[src/hdl/wildcard_group_score_count_defines.svh]
// Assertion macros for the wildcard group score count block
`ifndef WILDCARD_GROUP_SCORE_COUNT_DEFINES_SVH
`define WILDCARD_GROUP_SCORE_COUNT_DEFINES_SVH
`ifndef SYNTH
`define WGSC_ASSERT(label, prop) \
  label: assert property (@(posedge clk) disable iff (!rst_n) prop) \
    else $error("wgsc assertion failed");
`define WGSC_ASSERT_NR(label, prop) \
  label: assert property (@(posedge clk) prop) \
    else $error("wgsc assertion failed");
`else
`define WGSC_ASSERT(label, prop)
`define WGSC_ASSERT_NR(label, prop)
`endif
`endif

[src/hdl/wgsc_pkg.sv]
// Shared types and constants of the wildcard group score count block
package wgsc_pkg;

  localparam int GROUPS   = 24;
  localparam int GRP_BITS = 5;
  localparam int SCORE_W  = 10;
  localparam int MATCH_W  = 16;
  localparam int Q_DEPTH  = 2;

  localparam logic       OP_INSERT = 1'b0;
  localparam logic       OP_QUERY  = 1'b1;
  localparam logic [1:0] CAT_ANY_FIRST = 2'd3;

  typedef struct packed {
    logic                query;
    logic [GRP_BITS-1:0] grp;
    logic [GROUPS-1:0]   mask;
    logic [SCORE_W-1:0]  score;
  } cmd_t;

  typedef struct packed {
    logic valid;
    cmd_t cmd;
  } front_q_t;

  typedef struct packed {
    logic pop;
    logic clearing;
  } back_ctl_t;

  typedef enum logic [3:0] {
    S_CLEAR,
    S_IDLE,
    S_INS_RD,
    S_INS_UPD,
    S_TREE_RD,
    S_TREE_WR,
    S_QRY_GRP,
    S_QRY_RD,
    S_QRY_ACC,
    S_QRY_DONE
  } back_state_t;

endpackage

[src/hdl/wgsc_front.sv]
// Front end: accept requests, classify them and queue commands for the back end
module wgsc_front import wgsc_pkg::*; #(
  parameter int SCORE_MAX = 1023
) (
  input  logic               clk,
  input  logic               rst_n,
  input  logic               push,
  output logic               full,
  input  logic               in_op,
  input  logic [1:0]         in_cat_first,
  input  logic [1:0]         in_cat_second,
  input  logic [1:0]         in_cat_third,
  input  logic [1:0]         in_cat_fourth,
  input  logic [SCORE_W-1:0] in_score,
  input  back_ctl_t          ctl,
  output front_q_t           q
);

  cmd_t       q_r [Q_DEPTH];
  logic       wp_r, wp_nxt;
  logic       rp_r, rp_nxt;
  logic [1:0] cnt_r, cnt_nxt;

  cmd_t               cmd;
  logic               keep;
  logic               accept;
  logic [SCORE_W-1:0] score_c;
  logic               thr_over;

  always_comb begin
    logic [1:0] a;
    logic       b, c, d;
    thr_over = 32'(in_score) > SCORE_MAX;
    score_c  = thr_over ? SCORE_W'(SCORE_MAX) : in_score;
    cmd.query = (in_op == OP_QUERY);
    cmd.grp   = {in_cat_first, in_cat_second[0], in_cat_third[0], in_cat_fourth[0]};
    cmd.score = score_c;
    for (int g = 0; g < GROUPS; g++) begin
      a = 2'(g >> 3);
      b = 1'(g >> 2);
      c = 1'(g >> 1);
      d = 1'(g);
      cmd.mask[g] = !thr_over
        && (in_cat_first == CAT_ANY_FIRST || in_cat_first == a)
        && (in_cat_second[1] || in_cat_second[0] == b)
        && (in_cat_third[1] || in_cat_third[0] == c)
        && (in_cat_fourth[1] || in_cat_fourth[0] == d);
    end
    keep = cmd.query || (in_cat_first != CAT_ANY_FIRST && !in_cat_second[1]
                         && !in_cat_third[1] && !in_cat_fourth[1]);
  end

  assign full   = (cnt_r == 2'(Q_DEPTH)) || ctl.clearing;
  assign accept = push && !full && keep;

  always_comb begin
    wp_nxt  = wp_r;
    rp_nxt  = rp_r;
    cnt_nxt = cnt_r;
    if (accept) begin
      wp_nxt = wp_r + 1'b1;
    end
    if (ctl.pop) begin
      rp_nxt = rp_r + 1'b1;
    end
    if (accept && !ctl.pop) begin
      cnt_nxt = cnt_r + 2'd1;
    end else if (!accept && ctl.pop) begin
      cnt_nxt = cnt_r - 2'd1;
    end
  end

  always_ff @(posedge clk) begin
    if (!rst_n) begin
      wp_r  <= 1'b0;
      rp_r  <= 1'b0;
      cnt_r <= 2'd0;
    end else begin
      wp_r  <= wp_nxt;
      rp_r  <= rp_nxt;
      cnt_r <= cnt_nxt;
    end
  end

  always_ff @(posedge clk) begin
    if (accept) begin
      q_r[wp_r] <= cmd;
    end
  end

  assign q.valid = (cnt_r != 2'd0);
  assign q.cmd   = q_r[rp_r];

endmodule

[config.mk]
export PLATFORM = sky130hd
export DESIGN_NAME = wgsc_front
export DESIGN_NICKNAME = d
export VERILOG_FILES = /design/src/hdl/wildcard_group_score_count_defines.svh /design/src/hdl/wgsc_pkg.sv /design/src/hdl/wgsc_front.sv
export SDC_FILE = /design/constraint.sdc
export NUM_CORES = 1
export LEC_CHECK = 0
export ABC_AREA = 0
export BUFFER_PORTS_ARGS = -buffer_cell sky130_fd_sc_hd__buf_4
export CAP_MARGIN = 5
export CORE_UTILIZATION = 54
export DETAILED_ROUTE_END_ITERATION = 6
export PLACE_DENSITY = 0.78
export SLEW_MARGIN = 10
export SYNTH_ARGS = -nofsm -noshare
export SYNTH_HDL_FRONTEND = slang
export SYNTH_SLANG_ARGS = --single-unit
[constraint.sdc]
create_clock -name clk -period 3.6 [get_ports clk]
set_input_delay 0.72 -clock clk [delete_from_list [all_inputs] [get_ports clk]]
set_output_delay 0.72 -clock clk [all_outputs]
set_load 0.1 [all_outputs]
# --- Word-level counts from Yosys, hierarchy flattened ---
# Memories as Yosys holds them, arrays and structs flattened. A register that Yosys moved wholly into a read port is not among the register bits.
# Index checks and enable logic that the tools add are counted.
# W data, S select, Z words.
totals:
  reg_bits: 4
  ramBits: 80
  in_bits: 24
  out_inout_bits: 42
  word_cells: 91
  mem_count: 1
mem_list:
  columns: ["memory", "words", "word_bits", "rd", "rd_ports_with_merged_regs", "write_ports", "line_no", "text"]
  rows:
  - ["q_r", 2, 40, 1, 1, 1, "wgsc_front.sv:19", "cmd_t q_r [Q_DEPTH];"]
op_classes:
  addsub: 4
  eq_ne: 5
  mux: 6
  bitwise_logic: 3
  n_reduce_logical: 69
ops:
  columns: ["op", "count"]
  rows:
  - ["$logic_and A1 B1 Y1", 49]
  - ["$logic_or A1 B1 Y1", 11]
  - ["$eq A2 B2 Y1 const B", 3]
  - ["$logic_not A1 Y1", 6]
  - ["$mux W1", 4]
  - ["$mux W2", 2]
  - ["$reduce_bool A2 Y1", 2]
  - ["$not A1 Y1", 3]
  - ["$add A1 B1 Y1 const B", 2]
  - ["$add A2 B1 Y2 const B", 1]
  - ["$eq A2 B1 Y1 const B", 1]
  - ["$logic_not A2 Y1", 1]
  - ["$ne A2 B2 Y1 const B", 1]
  - ["$sub A2 B1 Y2 const B", 1]

# --- Logic depth before layout (Yosys ltp) ---
# Gate-level depths: netlist (run 1).
logic_depth:
  word_depth: 10
  depth_mapped: 7

# --- Least setup slack after synthesis (run 1) ---
# Ideal clock, no wire load.
synth_path:
  path_type: "input port to flip-flop"
  startpoint: "input port in_cat_first[0]"
  endpoint: "memory q_r[1][0] in the netlist's numbering (enable)"
  arrival_ns: 2.320
  required_ns: 3.199
  path_slack_ns: 0.879
  stages: 4
  n_path_buf: 0
  cell_sequence: "ha_1 nor4_1 o2111a_2 and2_1"
synth_via:
  elab_chain_cells: 8
synth_rtl:
  columns: ["item", "line_no", "text"]
  rows:
  - ["from (decl)", "wgsc_front.sv:10", "input logic [1:0] in_cat_first,"]
  - ["$ne A2 B2 Y1", "wgsc_front.sv:49", "keep = cmd.query || (in_cat_first != CAT_ANY_FIRST && !in_cat_second[1]"]
  - ["$logic_and A1 B1 Y1", "wgsc_front.sv:49", null]
  - ["$logic_and A1 B1 Y1 (2 in a row)", "wgsc_front.sv:50", "&& !in_cat_third[1] && !in_cat_fourth[1]);"]
  - ["$logic_or A1 B1 Y1", "wgsc_front.sv:49", null]
  - ["$logic_and A1 B1 Y1", "wgsc_front.sv:54", "assign accept = push && !full && keep;"]
  - ["$mux W1", "wgsc_front.sv:86", "if (accept) begin"]
  - ["$mux W1 (implied by the code)", "wgsc_front.sv:87", "q_r[wp_r] <= cmd;"]
  - ["to (decl)", "wgsc_front.sv:19", null]
# Every way passes these cells.

==> results of run 1 <==
flip-flops by register name, summed over array words and instances, names as in the netlist, named ones only:
name	flops
cnt_r	2
q_r	80
rp_r	1
wp_r	1
synth_stat cells:
cell type / number
sky130_fd_sc_hd__nor2_1: 26
sky130_fd_sc_hd__xnor2_1: 1
sky130_fd_sc_hd__or3_1: 1
sky130_fd_sc_hd__buf_2: 4
sky130_fd_sc_hd__or2_2: 1
sky130_fd_sc_hd__nand3_1: 1
sky130_fd_sc_hd__and2b_1: 1
sky130_fd_sc_hd__nand2b_1: 5
sky130_fd_sc_hd__and2_1: 4
sky130_fd_sc_hd__o22a_1: 1
sky130_fd_sc_hd__edfxtp_1: 80
sky130_fd_sc_hd__o211ai_1: 3
sky130_fd_sc_hd__nand2_1: 3
sky130_fd_sc_hd__o2111a_2: 1
sky130_fd_sc_hd__ha_1: 4
sky130_fd_sc_hd__o221ai_1: 2
sky130_fd_sc_hd__a21boi_1: 1
sky130_fd_sc_hd__nor4_1: 1
sky130_fd_sc_hd__inv_1: 5
sky130_fd_sc_hd__dfxtp_1: 5
sky130_fd_sc_hd__xor2_1: 2
sky130_fd_sc_hd__o21ai_0: 2
sky130_fd_sc_hd__mux2i_1: 1
sky130_fd_sc_hd__mux2_2: 40
through the flow:
stage | area (um^2) | worst slack [ns] | power [mW]
CTS | 4130 | 0.844 | 2.33
global route | 4130 | 0.780 | 2.37
global placement | 3940 | 0.876 | 1.69
detailed placement | 3940 | 0.833 | 1.70
floorplan | 3350 | 0.879 | 1.58
finish | 4130 | 0.904 | 2.31
path summary, 6_finish.rpt:
| path | start | end | slack, ns | cells after the start |
|---|---|---|---|---|
| setup reg to reg | cnt_r[0]$_SDFFE_PN0P_ | q_r[0][23]$_DFFE_PP_ | 1.64 | 4 |
| hold reg to reg | wp_r$_SDFFE_PN0N_ | wp_r$_SDFFE_PN0N_ | 0.49 | 2 |
| setup / recovery | flop | q[23] | 0.90 | 2 |
| hold / removal | wp_r$_SDFFE_PN0N_ | wp_r$_SDFFE_PN0N_ | 0.49 | 2 |
where the power goes:
| group | leakage (nW) | switching (mW) | total (mW) | internal (mW) |
|---|---|---|---|---|
| logic | 0.670 | 0.395 | 0.528 | 0.133 |
| clock network | 0.0947 | 0.294 | 0.634 | 0.340 |
| registers | 0.777 | 0.0268 | 1.15 | 1.12 |
| total | 1.54 | 0.715 | 2.31 | 1.59 |
logic make-up (layout without fill, tap and decap cells):
family | count (synthesis) | after routing | share of synthesized area [%]
DFF | 85 | 85 | 74.6
adders and majority gates | 4 | 4 | 1.49
and+or+nand+nor | 43 | 43 | 5.86
xor gates and xnor gates | 3 | 3 | 0.784
AOI/OAI and AO/OA | 10 | 10 | 2.35
buffers and inverters | 9 | 89 | 1.16
muxes | 41 | 41 | 13.7
critical path, stage by stage (launching register included):
cell                      delay, ns
sky130_fd_sc_hd__dfxtp_2       0.96
sky130_fd_sc_hd__mux2_2        0.43
sky130_fd_sc_hd__buf_4         0.24
routing by layer:
layer | global-route usage (%) | part of all wire, % | vias to the layer above
met4 | 9.46 | 2.1 | 0
li1 | - | - | 884
met1 | 22.7 | 40 | 920
met5 | 0 | 0 | -
met2 | 33.4 | 52 | 72
met3 | 4.94 | 6.2 | 12
layout make-up:
class | count | area share (%)
flip-flops and latches | 85 | 60.6
clock inverters | 2 | 0.848
clock buffers | 14 | 3.70
inverters | 5 | 0.455
multi-input cells | 101 | 19.7
well taps | 75 | 2.27
repair buffers | 68 | 12.4
==> out/qor_table.md, run 1 <==
| Step | Quantity | Reported |
|---|---|---|
| critical path | Kind of capture point of the worst setup path | output port |
| sta | Total count of max-transition violations in the final report | 0 |
| status | Outcome | finished, final reports clean |
| sta | Measured slew at the worst slew-check pin | 0.950 ns |
| cts | CTS HTree Levels | 3 |
| cts | Number of clock sinks | 85 |
| cts | Clock-pin slew on the worst setup and hold paths | 0.07 ns |
| worst hold path | Tightest Hold Check Type | flop to flop |
| global route | Total congestion overflow after global routing | 0 |
| die | Die Y | 80.8 um |
| logic synthesis | Synthesized instance count | 195 |
| routing | Overall routed net length | 5940 um |
| die | Number of primary I/O pins | 66 |
| cts | Post-CTS resize count | 0 |
| logic synthesis | Yosys top cell area share | 71.6% |
| final layout | Fraction of final layout cells sized beyond drive strength 1 | 45.5% |
| global route | Global-route wire length before repair | 8930 um |
| logic synthesis | Number of warning messages in the yosys log | 0 |
| logic synthesis | Average footprint of a synthesized cell | 17.2 um^2 |
| sta | Post-route fraction of the period consumed by the critical path | 74.9% |
| pwr | Leakage power figure | 1.54 nW |
| sta | Final setup TNS | 0 ns |
| cts | CTS Buf Count | 9 |
| die | Count of standard-cell rows | 28 |
| sta | Setup repair after global routing missed its margin | no |
| sta | Final-report hold violation count | 0 |
| routing | Final antenna-violating net count | 0 |
| placed design | Routability Congestion | 0.776 |
| global route | Global routing usage summed across all routing layers | 19.5% |
| critical path | Required time of the worst setup path | 2.88 ns |
| routing | Routed WL per cell | 17.0 um |
| final layout | Most frequent cells in the layout | sky130_fd_sc_hd__edfxtp_1 (80), sky130_fd_sc_hd__buf_4 (68), sky130_fd_sc_hd__mux2_2 (40) |
| cts | TritonCTS clock tree | done |
| final layout | Fin nets | 298 |
| global route | Largest net degree at the start of global routing | 41 |
| sta | Remaining max-slew budget at the tightest pin | 36.7% |
| global route | Number of antenna violations at the first check in global routing | 0 |
| final layout | Post-Layout Cell Count | 350 |
| die | CORE AREA | 5960 um^2 |
| critical path | Worst path arrival time | 1.98 ns |
| sta | Timing-limited maximum frequency | 371 MHz |
| final layout | Final core utilization | 69.3% |
| routing | Post-DR vias/cell | 5.39 |
| placed design | HPWL after detailed placement | 3850 um |
| final layout | Area growth from synthesis to layout | 23.1% |
| final layout | Area of the multi-input gates | 815 um^2 |
| cts | Clock root buffer master | sky130_fd_sc_hd__clkbuf_8 |
| logic synthesis | Mapped Area | 3350 um^2 |
| critical path | Kind of start point of the critical path | flop |
| logic synthesis | Share of synthesized area occupied by flip-flops and latches | 74.6% |
| cts | Number of buffers between clock root and the deepest sink | 2 |
| final layout | Antenna diode count | 0 |
| critical path | Critical path class | flop to output port |
| routing | DR vias | 1888 |
| placed design | Number of buffers added on ports | 65 |
| sta | Hold slack final | 0.494 ns |
| routing | Count of TritonRoute iterations in the first routing pass | 4 |
| logic synthesis | Number of distinct library cell variants in the gate-level netlist after synthesis | 24 |
| final layout | FILL cells | 420 |
| routing | DRT iter0 DRCs | 112 |
| sta | Clock period minus final worst setup slack | 2.70 ns |
| global route | Number of global-route vias before repair | 1810 |
| placed design | Cell count after placement | 334 |
| die | Full die area | 6530 um^2 |
| cts | Post-CTS setup buffer count | 0 |
| flow run | # Max-Cap Violations | 0 |
| sta | Worst clock skew | 0.00357 ns |
| routing | Post-route DRC | 0 |
| final layout | Area used by sequential logic in the layout | 2500 um^2 |
| pwr | Maximum vdd ir drop | 0.000322 V |
| pwr | Pwr dens | 559 nW/um^2 |
| cts | Insertion delay of the later-clocked pin in the worst-skew pair | 0.33 ns |
| sta | Number of endpoints failing setup at the final stage | 0 |
| critical path | Critical path fanouts, max | 40 |
| die | Initial Utilization | 56.3% |
| logic synthesis | Post-synthesis register bit count | 85 |
| die | Die width | 80.8 um |
| logic synthesis | Largest cells by area after synthesis | sky130_fd_sc_hd__edfxtp_1 (72%), sky130_fd_sc_hd__mux2_2 (13%), sky130_fd_sc_hd__dfxtp_1 (3.0%) |
| final layout | Most common cell after layout, fill and taps aside | sky130_fd_sc_hd__edfxtp_1 |
| cts | CTS Hold Buffers Added | 0 |
| logic synthesis | Cell taking the most area after synthesis | sky130_fd_sc_hd__edfxtp_1 |
| logic synthesis | Mapped Nets | 223 |
Note: power is estimated with default switching activity, not from simulation.
==> run 2, diff against run 1 <==
Settings changed: ABC_AREA 0 to 1, CORE_UTILIZATION 54 to 49, PLACE_DENSITY 0.78 to 0.75.
Clock period 3.6 ns to 2.3 ns, I/O delays scaled along.
==> out/qor_table.md, run 2 <==
| Step | Quantity | Reported | Delta |
|---|---|---|---|
| status | Outcome | finished, final reports clean |  |
| global route | GR met2 Demand/Resource | 28.3% | -5.2 points |
| sta | Measured slew at the worst slew-check pin | 0.281 ns | -0.669 ns |
| final layout | Fin nets | 324 | +8.7% |
| pwr | Maximum vdd ir drop | 0.000517 V | +60% |
| final layout | Fraction of final layout cells sized beyond drive strength 1 | 43.9% | -1.6 points |
| logic synthesis | Largest cells by area after synthesis | sky130_fd_sc_hd__edfxtp_1 (70%), sky130_fd_sc_hd__mux2_2 (13%), sky130_fd_sc_hd__nor2_1 (3.8%) |  |
| routing | DR vias | 1930 | +2.2% |
| worst hold path | Endpoint, Worst Hold | q_r[1][7]$_DFFE_PP_ |  |
| sta | Total count of max-transition violations in the final report | 0 | unchanged |
| cts | Post-CTS setup buffer count | 0 | unchanged |
| logic synthesis | Commonest cells in the netlist | sky130_fd_sc_hd__edfxtp_1 (80), sky130_fd_sc_hd__mux2_2 (40), sky130_fd_sc_hd__nor2_1 (35) |  |
| logic synthesis | Share of synthesized flip-flops with an asynchronous set or reset | 0% | unchanged |
| pwr | Leakage power figure | 1.65 nW | +7.3% |
| routing | Post-DR vias/cell | 5.07 | -6.1% |
| critical path | Critical Path Slowest Stage Cell | sky130_fd_sc_hd__mux2_2 |  |
| final layout | Final core utilization | 62.9% | -6.4 points |
| critical path | Worst path cell trace | buf_12 > mux2_2 > buf_4 |  |
| final layout | Post-Layout Cell Count | 381 | +8.9% |
| pwr | Sequential group share of total power | 49.5% | -0.2 points |
| critical path | Required time of the worst setup path | 1.84 ns | -1.04 ns |
| global route | Met3 GRT Util | 4.91% | -0.035 points |
| sta | Remaining max-slew budget at the tightest pin | 81.4% | +45 points |
| cts | CTS Hold Buffers Added | 0 | unchanged |
| die | CORE AREA | 6760 um^2 | +13% |
| global route | Global-route wire length before repair | 8860 um | -0.77% |
| sta | Timing-limited maximum frequency | 498 MHz |  |
| pwr | Switching share of power | 28.8% | -2.2 points |
| critical path | Critical path class | flop to output port |  |
| global route | Routing usage on met1 | 19.4% | -3.3 points |
| critical path | Slack of the worst reg-to-reg path | 0.81 ns | -0.83 ns |
| logic synthesis | Mapped Area | 3420 um^2 | +2.1% |
| logic synthesis | Cell taking the most area after synthesis | sky130_fd_sc_hd__edfxtp_1 |  |
| sta | Setup repair after global routing missed its margin | no |  |
| cts | Number of buffers between clock root and the deepest sink | 2 | unchanged |
| critical path | Slowest cell delay on critical path | 0.38 ns | -0.58 ns |
| global route | Number of antenna violations at the first check in global routing | 0 | unchanged |
| final layout | Most frequent cells in the layout | sky130_fd_sc_hd__edfxtp_1 (80), sky130_fd_sc_hd__buf_4 (68), sky130_fd_sc_hd__mux2_2 (40) |  |
| placed design | HPWL after detailed placement | 3560 um | -7.4% |
| die | Die Y | 85.6 um | +5.9% |
| cts | CTS Buf Count | 9 | unchanged |
| final layout | Largest registers | q_r x80, cnt_r x2 |  |
| final layout | Area of all placed cells without fillers | 4250 um^2 | +2.9% |
| sta | Final setup TNS | 0 ns | unchanged |
| pwr | Power, Total | 3.55 mW | +54% |
| global route | Global routing usage summed across all routing layers | 16.7% | -2.8 points |
| logic synthesis | Number of warning messages in the yosys log | 0 | unchanged |
| die | Full die area | 7320 um^2 | +12% |
| critical path | Worst path arrival time | 1.55 ns | -0.43 ns |
| logic synthesis | Yosys top cell area share | 70.2% | -1.5 points |
| die | Initial Utilization | 50.7% | -5.6 points |
| global route | Largest net degree at the start of global routing | 41 | unchanged |
| routing | Routed WL per cell | 14.5 um | -15% |
| cts | Post-CTS resize count | 0 | unchanged |
| routing | Count of TritonRoute iterations in the first routing pass | 4 | unchanged |
| final layout | Area growth from synthesis to layout | 24.1% |  |
| logic synthesis | Synthesized instance count | 222 | +14% |
| logic synthesis | Share of synthesized area occupied by flip-flops and latches | 73.1% | -1.5 points |
| final layout | Flip-flop count of the largest register after layout | 80 | unchanged |
| sta | Clock period minus final worst setup slack | 2.01 ns |  |
| critical path | Number of cells on the worst reg-to-reg path | 11 | +7 |
| cts | Clock root buffer master | sky130_fd_sc_hd__clkbuf_8 |  |
| logic synthesis | EDFF count, synth | 80 | unchanged |
| critical path | Terminus of the critical flop-to-flop path | cnt_r[1]$_SDFFE_PN0P_ |  |
| global route | Busiest metal layer after global routing | met2 |  |
| sta | Number of endpoints failing setup at the final stage | 0 | unchanged |
| placed design | Cell count after placement | 365 | +9.3% |
| cts | Clock-pin slew on the worst setup and hold paths | 0.08 ns | about the same |
| cts | Number of clock sinks | 85 | unchanged |
| worst hold path | Worst Hold Path Cells | 1 | -1 |
| logic synthesis | Prevailing post-synth register cell | sky130_fd_sc_hd__edfxtp_1 |  |
| critical path | Largest delay contributor family on the critical path | buffers and inverters |  |
| pwr | Clock Power Share | 30.4% | +2.9 points |
| global route | Number of global-route vias before repair | 1878 | +3.8% |
| pwr | Pwr dens | 835 nW/um^2 | +49% |
| flow run | # Max-Cap Violations | 0 | unchanged |
| critical path | R2R Path Start | cnt_r[0]$_SDFFE_PN0P_ |  |
| sta | Final-report hold violation count | 0 | unchanged |
| routing | DRT iter0 DRCs | 96 | -14% |
| worst hold path | Tightest Hold Check Type | input port to flop |  |
| cts | TritonCTS clock tree | done |  |
| logic synthesis | Average footprint of a synthesized cell | 15.4 um^2 | -10% |
| critical path | Kind of start point of the critical path | flop |  |
| final layout | Most common cell after layout, fill and taps aside | sky130_fd_sc_hd__edfxtp_1 |  |
| routing | Overall routed net length | 5520 um | -7.0% |
| global route | Total congestion overflow after global routing | 0 | unchanged |
| logic synthesis | Number of distinct library cell variants in the gate-level netlist after synthesis | 16 | -33% |
| cts | Insertion delay of the later-clocked pin in the worst-skew pair | 0.34 ns | about the same |
| critical path | Crit path buffers/inverters | 2 | +1 |
| cts | CTS HTree Levels | 3 | unchanged |
| critical path | Kind of capture point of the worst setup path | output port |  |
| final layout | Antenna diode count | 0 | unchanged |
| logic synthesis | Post-synthesis register bit count | 85 | unchanged |
| pwr | Portion of total power attributed to combinational logic | 20.1% | -2.8 points |
| placed design | Number of buffers added on ports | 65 | unchanged |
| critical path | Critical path fanouts, max | 40 | unchanged |
| sta | Post-route fraction of the period consumed by the critical path | 87.4% |  |
| logic synthesis | Mapped Nets | 250 | +12% |
| pwr | Internal Dissipation | 2.52 mW | +59% |
| pwr | Net Switching | 1.02 mW | +43% |
| placed design | Placed inst area | 4040 um^2 | +2.6% |
| routing | Final antenna-violating net count | 0 | unchanged |
| sta | Worst clock skew | 0.00650 ns | +0.00293 ns |
| logic synthesis | Most repeated cell in the gate-level netlist after synthesis | sky130_fd_sc_hd__edfxtp_1 |  |
| routing | Post-route DRC | 0 | unchanged |
| die | Number of primary I/O pins | 66 | unchanged |
| die | Die width | 85.6 um | +5.9% |
| worst hold path | Hold_sp | in_score[7] |  |
| placed design | Routability Congestion | 0.738 | -4.9% |
| final layout | Most flops, register | q_r |  |
| die | Count of standard-cell rows | 30 | +7.1% |
-- run 2: cell count changes in the layout (fill, tap and decap cells not counted), sizes merged, moves of 4 or more --
cell    previous run  this run
inv                5        12
nor2              26        36
nand2b             5         0
clkbuf            14        10
nand3              1        13
nand2              3        14
and2               4         0
or2                1         5
-- run 2: power groups by stage --
stage | Combinational (mW) | Sequential (mW) | Clock, mW
2_1_floorplan | 0.560 | 1.79 | 0
3_3_place_gp | 0.713 | 1.79 | 0
3_5_place_dp | 0.717 | 1.79 | 0
4_1_cts | 0.718 | 1.76 | 1.10
5_1_grt | 0.745 | 1.76 | 1.16
6_report | 0.712 | 1.76 | 1.08
-- run 2: area by class of cell --
class	count	area (um^2)
clock buffers	10	128
inverters	13	52.6
repair buffers	71	571
multi-input cells	116	817
fillers	512	2510
well taps	80	100
flip-flops and latches	85	2500
clock inverters	6	77.6
-- run 2: per-stage QoR --
| step | hold WS [ns] | worst slack, ns |
|---|---|---|
| 6_report | 0.301 | 0.291 |
| 5_1_grt | 0.268 | 0.210 |
| 4_1_cts | 0.277 | 0.254 |
| 3_5_place_dp | 0.488 | 0.388 |
| 3_3_place_gp | 0.476 | 0.420 |
| 2_1_floorplan | 0.463 | 0.0765 |
-- run 2: kinds of logic after synthesis --
kind of cell	share of synthesized area [%]
fa+ha+maj	1.46
buf+inv	3.33
simple gates	8.37
mux	13.2
flops	73.1
compound gates	0.585
-- run 2: how the worst max path moves through the flow --
stage	startpoint	endpoint	slack, ns	cells after the start
floorplan	ctl[0]	q_r[0][0]$_DFFE_PP_	0.08	5
global placement	in_cat_first[0]	cnt_r[1]$_SDFFE_PN0P_	0.42	12
detailed placement	in_cat_first[0]	cnt_r[1]$_SDFFE_PN0P_	0.39	12
CTS	flop	q[36]	0.25	3
global route	flop	q[36]	0.21	3
finish	flop	q[14]	0.29	3
-- run 2: layer usage --
metal / vias to the layer above / wire [um]
met5: - / 0
met4: 0 / 101
met3: 8 / 350
met2: 63 / 2850
met1: 913 / 2220
li1: 946 / -
==> run 3, diff against run 2 <==
Settings changed: CORE_UTILIZATION 49 to 51, CTS_BUF_LIST from default to sky130_fd_sc_hd__clkbuf_8, PLACE_DENSITY 0.75 to 0.77.
==> out/qor_table.md, run 3 (synthesis gave the netlist of run 2 again) <==
| Step | Quantity | Reported | Delta |
|---|---|---|---|
| routing | DR vias | 1978 | +2.5% |
| final layout | Most frequent cells in the layout | sky130_fd_sc_hd__edfxtp_1 (80), sky130_fd_sc_hd__buf_4 (72), sky130_fd_sc_hd__mux2_2 (40) |  |
| sta | Remaining max-slew budget at the tightest pin | 80.9% | -0.52 points |
| placed design | Number of buffers added on ports | 65 | unchanged |
| global route | Total congestion overflow after global routing | 0 | unchanged |
| global route | Number of global-route vias before repair | 2120 | +13% |
| cts | Clock root buffer master | sky130_fd_sc_hd__clkbuf_8 |  |
| critical path | Required time of the worst setup path | 1.84 ns | about the same |
| worst hold path | Tightest Hold Check Type | input port to flop |  |
| final layout | Flip-flop count of the largest register after layout | 80 | unchanged |
| critical path | Critical Path Slowest Stage Cell | sky130_fd_sc_hd__mux2_2 |  |
| critical path | Slowest cell delay on critical path | 0.40 ns | +0.02 ns |
| global route | Global-route wire length before repair | 10200 um | +15% |
| die | Full die area | 7040 um^2 | -3.8% |
| die | Die width | 83.9 um | -1.9% |
| placed design | Cell count after placement | 364 | -0.27% |
| cts | CTS Hold Buffers Added | 0 | unchanged |
| critical path | Kind of start point of the critical path | flop |  |
| routing | Routed WL per cell | 16.3 um | +12% |
| die | Initial Utilization | 53.3% | +2.6 points |
| final layout | Antenna diode count | 0 | unchanged |
| final layout | Most common cell after layout, fill and taps aside | sky130_fd_sc_hd__edfxtp_1 |  |
| pwr | Maximum vdd ir drop | 0.000405 V | -22% |
| pwr | Pwr dens | 827 nW/um^2 | -0.88% |
| final layout | Largest registers | q_r x80, cnt_r x2 |  |
| routing | Overall routed net length | 6190 um | +12% |
| critical path | Critical path class | flop to output port |  |
| cts | Clock-pin slew on the worst setup and hold paths | 0.09 ns | about the same |
| sta | Final-report hold violation count | 0 | unchanged |
| routing | Post-DR vias/cell | 5.21 | +2.8% |
| routing | Final antenna-violating net count | 0 | unchanged |
| final layout | Fraction of final layout cells sized beyond drive strength 1 | 44.9% | +1.0 points |
| routing | Post-route DRC | 11 | +11 |
| flow run | # Max-Cap Violations | 0 | unchanged |
| sta | Final setup TNS | 0 ns | unchanged |
| cts | Insertion delay of the later-clocked pin in the worst-skew pair | 0.36 ns | +0.02 ns |
| die | Die Y | 83.9 um | -1.9% |
| cts | TritonCTS clock tree | done |  |
| final layout | Fin nets | 326 | +0.62% |
| global route | Largest net degree at the start of global routing | 29 | -29% |
| global route | Number of antenna violations at the first check in global routing | 0 | unchanged |
| critical path | Most repeated library cell on the critical path | sky130_fd_sc_hd__buf_4 |  |
| routing | DRT iter0 DRCs | 96 | unchanged |
| cts | Number of clock sinks | 85 | unchanged |
| final layout | Area growth from synthesis to layout | 23.3% |  |
| cts | Post-CTS setup buffer count | 0 | unchanged |
| sta | Number of endpoints failing setup at the final stage | 0 | unchanged |
| routing | Count of TritonRoute iterations in the first routing pass | 6 | +2 |
| sta | Timing-limited maximum frequency | 486 MHz | -2.4% |
| sta | Worst clock skew | 0.0106 ns | +0.00411 ns |
| cts | Post-CTS resize count | 0 | unchanged |
| die | Number of primary I/O pins | 66 | unchanged |
| sta | Total count of max-transition violations in the final report | 0 | unchanged |
| placed design | HPWL after detailed placement | 4160 um | +17% |
| critical path | Worst path arrival time | 1.60 ns | +0.05 ns |
| global route | Global routing usage summed across all routing layers | 19.6% | +2.9 points |
| critical path | Worst path cell trace | buf_4 > mux2_2 > buf_4 |  |
| status | Failing checks | design-rule violations |  |
| cts | CTS Buf Count | 9 | unchanged |
| sta | Post-route fraction of the period consumed by the critical path | 89.5% | +2.2 points |
| final layout | FILL cells | 471 | -8.0% |
| sta | Measured slew at the worst slew-check pin | 0.286 ns | +0.00551 ns |
| die | Count of standard-cell rows | 29 | -3.3% |
| pwr | Leakage power figure | 1.65 nW | about the same |
| critical path | Critical path fanouts, max | 20 | -50% |
| final layout | Most flops, register | q_r |  |
| sta | Setup repair after global routing missed its margin | no |  |
| cts | CTS HTree Levels | 3 | unchanged |
| cts | Number of buffers between clock root and the deepest sink | 2 | unchanged |
| status | Outcome | finished, violations left |  |
| placed design | Routability Congestion | 0.744 | +0.72% |
| final layout | Post-Layout Cell Count | 380 | -0.26% |
| critical path | Kind of capture point of the worst setup path | output port |  |
| sta | Clock period minus final worst setup slack | 2.06 ns | +0.0498 ns |
| die | CORE AREA | 6420 um^2 | -4.9% |
run 3: cell types whose count changed in the layout (fill, tap and decap cells not counted), sizes merged:
cell    delta
bufinv     -1
clkbuf     -1
buf        +2
clkinv     +2
run 3: power breakdown:
| part | switching, mW | internal (mW) | leakage (nW) | total, mW |
|---|---|---|---|---|
| Combinational | 0.538 | 0.177 | 0.776 | 0.716 |
| Clock | 0.526 | 0.496 | 0.100 | 1.02 |
| Sequential | 0.0114 | 1.74 | 0.777 | 1.75 |
| Total | 1.08 | 2.42 | 1.65 | 3.49 |
run 3: worst max-delay path, delay by kind of cell, from the launching register on:
kind	cells	cell delay, ns
buffers and inverters	2	0.51
muxes	1	0.40
DFF	1	0.33
run 3: layout make-up:
type	instances	area [um^2]	area share [%]
clock buffers	9	124	2.94
repair buffers	73	561	13.3
multi-input cells	116	817	19.4
flip-flops and latches	85	2500	59.3
clock inverters	7	66.3	1.57
inverters	13	52.6	1.25
well taps	77	96.3	2.28
run 3: per-stage QoR:
| stage | area, um^2 | util (%) | setup slack, ns | hold WS, ns | total power, mW |
|---|---|---|---|---|---|
| 2_1_floorplan | 3440 | - | 0.0765 | 0.463 | 2.35 |
| 3_3_place_gp | 4030 | 62.8 | 0.436 | 0.475 | 2.50 |
| 3_5_place_dp | 4030 | 62.8 | 0.342 | 0.494 | 2.51 |
| 4_1_cts | 4220 | 65.7 | 0.213 | 0.266 | 3.53 |
| 5_1_grt | 4220 | 65.7 | 0.170 | 0.263 | 3.62 |
| 6_report | 4220 | 65.7 | 0.241 | 0.276 | 3.49 |
run 3: routing by layer:
metal | up-vias | part of all wire, % | global-route usage, %
met5 | - | 0 | 0
met4 | 0 | 2.7 | 11.1
met3 | 15 | 5.9 | 5.93
met2 | 68 | 49 | 32.1
met1 | 949 | 42 | 22.9
li1 | 946 | - | -
run 3: final timing paths:
| path | slack (ns) | end | depth (start not counted) | startpoint |
|---|---|---|---|---|
| setup / recovery | 0.24 | q[33] | 3 | flop |
| setup reg to reg | 0.73 | cnt_r[1]$_SDFFE_PN0P_ | 11 | cnt_r[0]$_SDFFE_PN0P_ |
| hold / removal | 0.28 | q_r[0][6]$_DFFE_PP_ | 1 | in_score[6] |
| hold reg to reg | 0.51 | rp_r$_SDFFE_PN0P_ | 2 | rp_r$_SDFFE_PN0P_ |
